**config.mk**
```make
export PLATFORM = sky130hd
export DESIGN_NAME = sc3_lane
export DESIGN_NICKNAME = d
export VERILOG_FILES = /design/src/sc3_pkg.sv /design/src/sc3_lane.sv
export SDC_FILE = /design/constraint.sdc
export NUM_CORES = 1
export LEC_CHECK = 0
export ABC_CLOCK_PERIOD_IN_PS = 9900
export BUFFER_PORTS_ARGS = -buffer_cell sky130_fd_sc_hd__buf_2
export CORE_ASPECT_RATIO = 1.4
export CORE_MARGIN = 4
export CORE_UTILIZATION = 40
export CTS_BUF_LIST = sky130_fd_sc_hd__clkbuf_16
export CTS_CLUSTER_SIZE = 10
export DETAILED_ROUTE_END_ITERATION = 16
export GPL_TIMING_DRIVEN = 1
export SKIP_CTS_REPAIR_TIMING = 1
export SLEW_MARGIN = 20
export SYNTH_ARGS = -nofsm -noshare
export SYNTH_HDL_FRONTEND = slang
export SYNTH_SLANG_ARGS = --single-unit
```
**constraint.sdc**
```tcl
create_clock -name clk -period 9.9 [get_ports clk]
set_clock_uncertainty 0.05 [all_clocks]
set_input_delay 1.98 -clock clk [delete_from_list [all_inputs] [get_ports clk]]
set_output_delay 1.98 -clock clk [all_outputs]
set_load 0.02 [all_outputs]
```
**src/sc3_pkg.sv**
```systemverilog
package sc3_pkg;

  localparam int MAX_WIDTH = 2048;
  localparam int LB_ADDR_W = $clog2(MAX_WIDTH);
  localparam int CH_N      = 3;
  localparam int COL_W     = 11;
  localparam int ROW_W     = 16;
  localparam int WIDTH_W   = 12;
  localparam int CFG_IDX_W = 2;
  localparam int CFG_DATA_W = 16;

  localparam logic [WIDTH_W-1:0] WIDTH_MIN   = WIDTH_W'(3);
  localparam logic [WIDTH_W-1:0] WIDTH_MAX   = WIDTH_W'(MAX_WIDTH);
  localparam logic [WIDTH_W-1:0] WIDTH_RESET = WIDTH_W'(640);
  localparam logic [ROW_W-1:0]   HEIGHT_MIN   = ROW_W'(1);
  localparam logic [ROW_W-1:0]   HEIGHT_RESET = ROW_W'(480);
  localparam logic [7:0]         CLAMP_MAX    = 8'd255;

  typedef logic [CFG_IDX_W-1:0] cfg_idx_t;
  localparam cfg_idx_t REG_IMAGE_WIDTH  = cfg_idx_t'(0);
  localparam cfg_idx_t REG_IMAGE_HEIGHT = cfg_idx_t'(1);

  typedef logic [CH_N-1:0][7:0] pix_t;

  typedef struct packed {
    pix_t two_above;
    pix_t above;
  } lb_entry_t;

  typedef struct packed {
    logic [7:0] pix_ch0;
    logic [7:0] pix_ch1;
    logic [7:0] pix_ch2;
    logic       flush;
  } in_word_t;

  typedef struct packed {
    logic [ROW_W-1:0] out_row;
    logic [COL_W-1:0] out_col;
    logic [7:0]       out_ch0;
    logic [7:0]       out_ch1;
    logic [7:0]       out_ch2;
    logic             image_done;
  } out_word_t;

endpackage

```
**src/sc3_lane.sv**
```systemverilog
module sc3_lane
  import sc3_pkg::*;
(
  input  logic       clk,
  input  logic       en,
  input  logic [7:0] top,
  input  logic [7:0] left,
  input  logic [7:0] mid,
  input  logic [7:0] right,
  input  logic [7:0] bottom,
  output logic [7:0] res_r
);

  logic signed [11:0] sum;
  logic [7:0]         res_nxt;

  always_comb begin
    sum = $signed({2'b00, mid, 2'b00}) + $signed({4'b0000, mid})
        - $signed({4'b0000, top}) - $signed({4'b0000, left})
        - $signed({4'b0000, right}) - $signed({4'b0000, bottom});
    if (sum[11]) begin
      res_nxt = 8'd0;
    end else if (sum > $signed({4'b0000, CLAMP_MAX})) begin
      res_nxt = CLAMP_MAX;
    end else begin
      res_nxt = sum[7:0];
    end
  end

  always_ff @(posedge clk) begin
    if (en) begin
      res_r <= res_nxt;
    end
  end

endmodule

```
# After elaboration in Yosys (flattened, before gate mapping)

Index checks and enable logic that the tools add are counted.
Widths: inputs -> output; s select.

Bits of input ports: 42
Register bits: 8
Logic and storage cells: 8

$add $sub $neg: 5
$lt $le $gt $ge: 1
Mux-type cells: 1

Operators by type and width:

| kind                | count |
|---|---|
| $sub 12x9->12       | 3 |
| $gt 12x9->1 const B | 1 |
| $sub 11x8->12       | 1 |
| $add 10x8->11       | 1 |
| $mux 8              | 1 |

# Longest topological paths before layout

Depth in word-level cells: 7
Gate-level depth with buffers: 14
Mapped depth without buffers: 14

# Worst setup path before layout

OpenSTA, ideal clock, no wires.

Kind: input -> register
Start point: input top[1]
End point: register res_r[0], data pin
Path buffers: 0
Setup slack: 4.345 ns
Data required time: 9.573 ns
Data arrival time: 5.227 ns
Setup time: 0.277 ns
Stages: 13
Cell sequence: inv_1 fa_1 fa_1 inv_1 fa_1 inv_1 fa_1 a211oi_2 o21ai_2 a221oi_2 xnor2_1 nor3_4 a21oi_1

Longest elaborated chain between the ends: 6

Ends and longest elaborated chain:

| what                            | line           | RTL |
|---|---|---|
| start, declared                 | sc3_lane.sv:6  | `input logic [7:0] top,` |
| $sub 11x8->12 (*)               | sc3_lane.sv:19 | `- $signed({4'b0000, top}) - $signed({4'b0000, left})` |
| $sub 12x9->12 (*)               | sc3_lane.sv:19 |  |
| $sub 12x9->12 (*) (2 in series) | sc3_lane.sv:20 | `- $signed({4'b0000, right}) - $signed({4'b0000, bottom});` |
| $gt 12x9->1                     | sc3_lane.sv:23 | `end else if (sum > $signed({4'b0000, CLAMP_MAX})) begin` |
| $mux 8                          | sc3_lane.sv:23 |  |
| end signal, assigned            | sc3_lane.sv:32 | `res_r <= res_nxt;` |
| end, declared                   | sc3_lane.sv:11 | `output logic [7:0] res_r` |

Mark *: on every way between the ends. The rest lies on a longest branch, timed or not.
A chain may end at the register's enable or synchronous reset.

# Worst setup path after layout

Start point: input top[1]
End point: register res_r[2], data pin

Same word-level chain as after synthesis.

==> reports/metrics.cfg <==
[outcome]
outcome = completed

[floorplan]
design.core.area_um2 = 3990
fp.dieH_um = 84.5
die_area_um2 = 5300
die-width_um = 62.7
initial_core_util_pct = 42.0
row_count = 27
io-pin-count = 50

[setup_path]
path_depth = 14
cp_max_fo = 8
required_ns = 9.80
worstPathCellList = buf_2 > inv_1 > fa_1 > fa_1 > inv_1 > fa_1 > inv_1 > fa_1 > a211oi_2 > o21ai_2 > a221oi_2 > xnor2_1 > nor3_4 > a21oi_1
cp.arrival_ns = 5.47
cp-end-kind = flip-flop
start_kind = input pin
max_stage_delay_ns = 0.55
crit_slowest_cell = fa_1
critPathMostFrequentCell = fa_1
path_class = in2reg
crit_buf_inv = 4
crit_family = adder cells

[detailed_routing]
routed-via-count = 1268
via_per_inst = 4.59
drt_iter0_drc = 18
drtPass1Iterations = 4
wl_um = 2750
wire_per_inst_um = 9.96
ant_nets = 0
drc_errors = 0

[layout]
regMostFlops = res_r
stdcell_count = 276
area_growth_pct = 22.4
top_regs = res_r (8)
drive_gt1_share_pct = 24.5
largest_reg_flops = 8
num-fill-cells = 402
nNetsFinal = 322
final_cell_mix = inv_1, buf_2, fa_1, a21oi_1, ha_1
antenna_cells = 0
layout_commonest_cell = inv_1

[yosys]
synth-seq-cells = 8
synth_area_leaders = fa_1, inv_1, edfxtp_1
syn-num-nets = 268
synth_warnings = 0
synth_top_area_share_pct = 35.9
netlist_instances = 181
syn_area_um2 = 1670
synth_seq_area_share_pct = 14.4
synth_top_area_cell = fa_1
postSynthAreaPerCell_um2 = 9.24
yosysUniqueCellTypes = 23

[pwr]
p_per_area_nw_per_um2 = 242
max-vdd-ir-drop_v = 0.000120
p_sw_share_pct = 46.3
p_int_w = 0.000266
seqPwrFrac_pct = 11.9
power.leakage_nw = 1.17
p_sw_w = 0.000229
p_comb_share_pct = 74.5
p_clk_share_pct = 13.6

[cts]
path_clk_slew_ns = 0.04
numCtsBuffers = 3
clock-sinks = 8
clockRootBuffer = clkbuf_16
cts_tree = built
h-tree-depth = 1
cts_max_path_buffers = 2

[global_route]
grt.overflow.total = 0
grt_pass1_vias = 1382
grt_pass1_wl_um = 5380
grtUsageTotal_pct = 12.2
grt_max_degree = 9
antenna_found_initial = 0

[min_path]
hold_path_end = res_r[6]
holdPathStages = 1
hp-start = en
holdCritPathClass = in2reg

[sta]
slew_violations = 0
fin_crit_ns = 5.57
report.final.hold_viol_count = 0
fmax_mhz = 180
fin_crit_sh_pct = 56.3
relSlewSlack_pct = 64.2
rsz0062_at_grt = no
setup_tns_ns = 0
setup_violations = 0
worst_pin_slew_ns = 0.537

[run]
drv_cap = 0

[place]
dp_hpwl_um = 2540
place.gp.congestion = 0.709
dp.cells = 273
io_buffer_count = 49

Yosys cell counts:
cell,count
fa_1,30
edfxtp_1,8
o211ai_1,2
o21ai_2,1
inv_1,77
xnor2_1,9
o21bai_1,2
o21ai_0,1
nor3_4,1
xor2_1,2
nand3_1,3
a211oi_2,1
o21a_1,1
mux2i_1,1
nor2_1,2
nand2_1,2
ha_1,15
a221oi_2,1
a21oi_1,16
a21o_2,1
a31oi_1,1
o22ai_1,1
a21o_1,3
cell families after synthesis:
kind of cell    count (synthesis)  share of synthesized area [%]
flops                           8                           14.4
mux                             1                          0.598
simple gates                    8                           2.77
compound gates                 31                           12.1
fa+ha+maj                      45                           47.1
xor+xnor                       11                           5.76
buf+inv                        77                           17.3
layer usage:
layer  GRT usage, %  routed length [um]  vias up
met4           3.01                  29        0
met2           24.7                1600       27
met5              0                   0        -
met1           13.0                1010      600
li1               -                   -      639
met3           1.74                 114        2
area by class of cell:
type                    instances  area, um^2  share of cell area [%]
flip-flops and latches          8         240                    11.7
inverters                      77         289                    14.1
multi-input cells              96        1140                    55.9
clock buffers                   3        75.1                    3.67
repair buffers                 49         245                    12.0
well taps                      43        53.8                    2.63
per-stage QoR:
stage	hold slack [ns]	power (W)	cell area, um^2	utilization, %	setup slack (ns)
after floorplan	2.04	0.000360	1670	-	4.35
after detailed placement	2.29	0.000434	1970	49.5	4.06
after CTS	2.06	0.000504	2050	51.3	4.30
final	2.05	0.000494	2050	51.3	4.33
after global placement	2.28	0.000434	1970	49.5	4.10
after global routing	2.06	0.000559	2050	51.3	4.07
worst max path at each step:
stage,slack (ns),startpoint,end
after floorplan,4.35,top[1],res_r[0]
after global placement,4.10,top[4],res_r[6]
after detailed placement,4.06,top[1],res_r[2]
after CTS,4.30,top[1],res_r[2]
after global routing,4.07,top[1],res_r[2]
final,4.33,top[1],res_r[2]
power by group through the flow:
| stage | registers [W] | clock network [W] | logic [W] |
|---|---|---|---|
| 5_1_grt | 0.0000603 | 0.0000709 | 0.000428 |
| 3_5_place_dp | 0.0000595 | 0 | 0.000374 |
| 4_1_cts | 0.0000591 | 0.0000678 | 0.000377 |
| 6_report | 0.0000588 | 0.0000671 | 0.000369 |
| 3_3_place_gp | 0.0000594 | 0 | 0.000374 |
| 2_1_floorplan | 0.0000770 | 0 | 0.000283 |
Power figures use the tool's default switching activity.
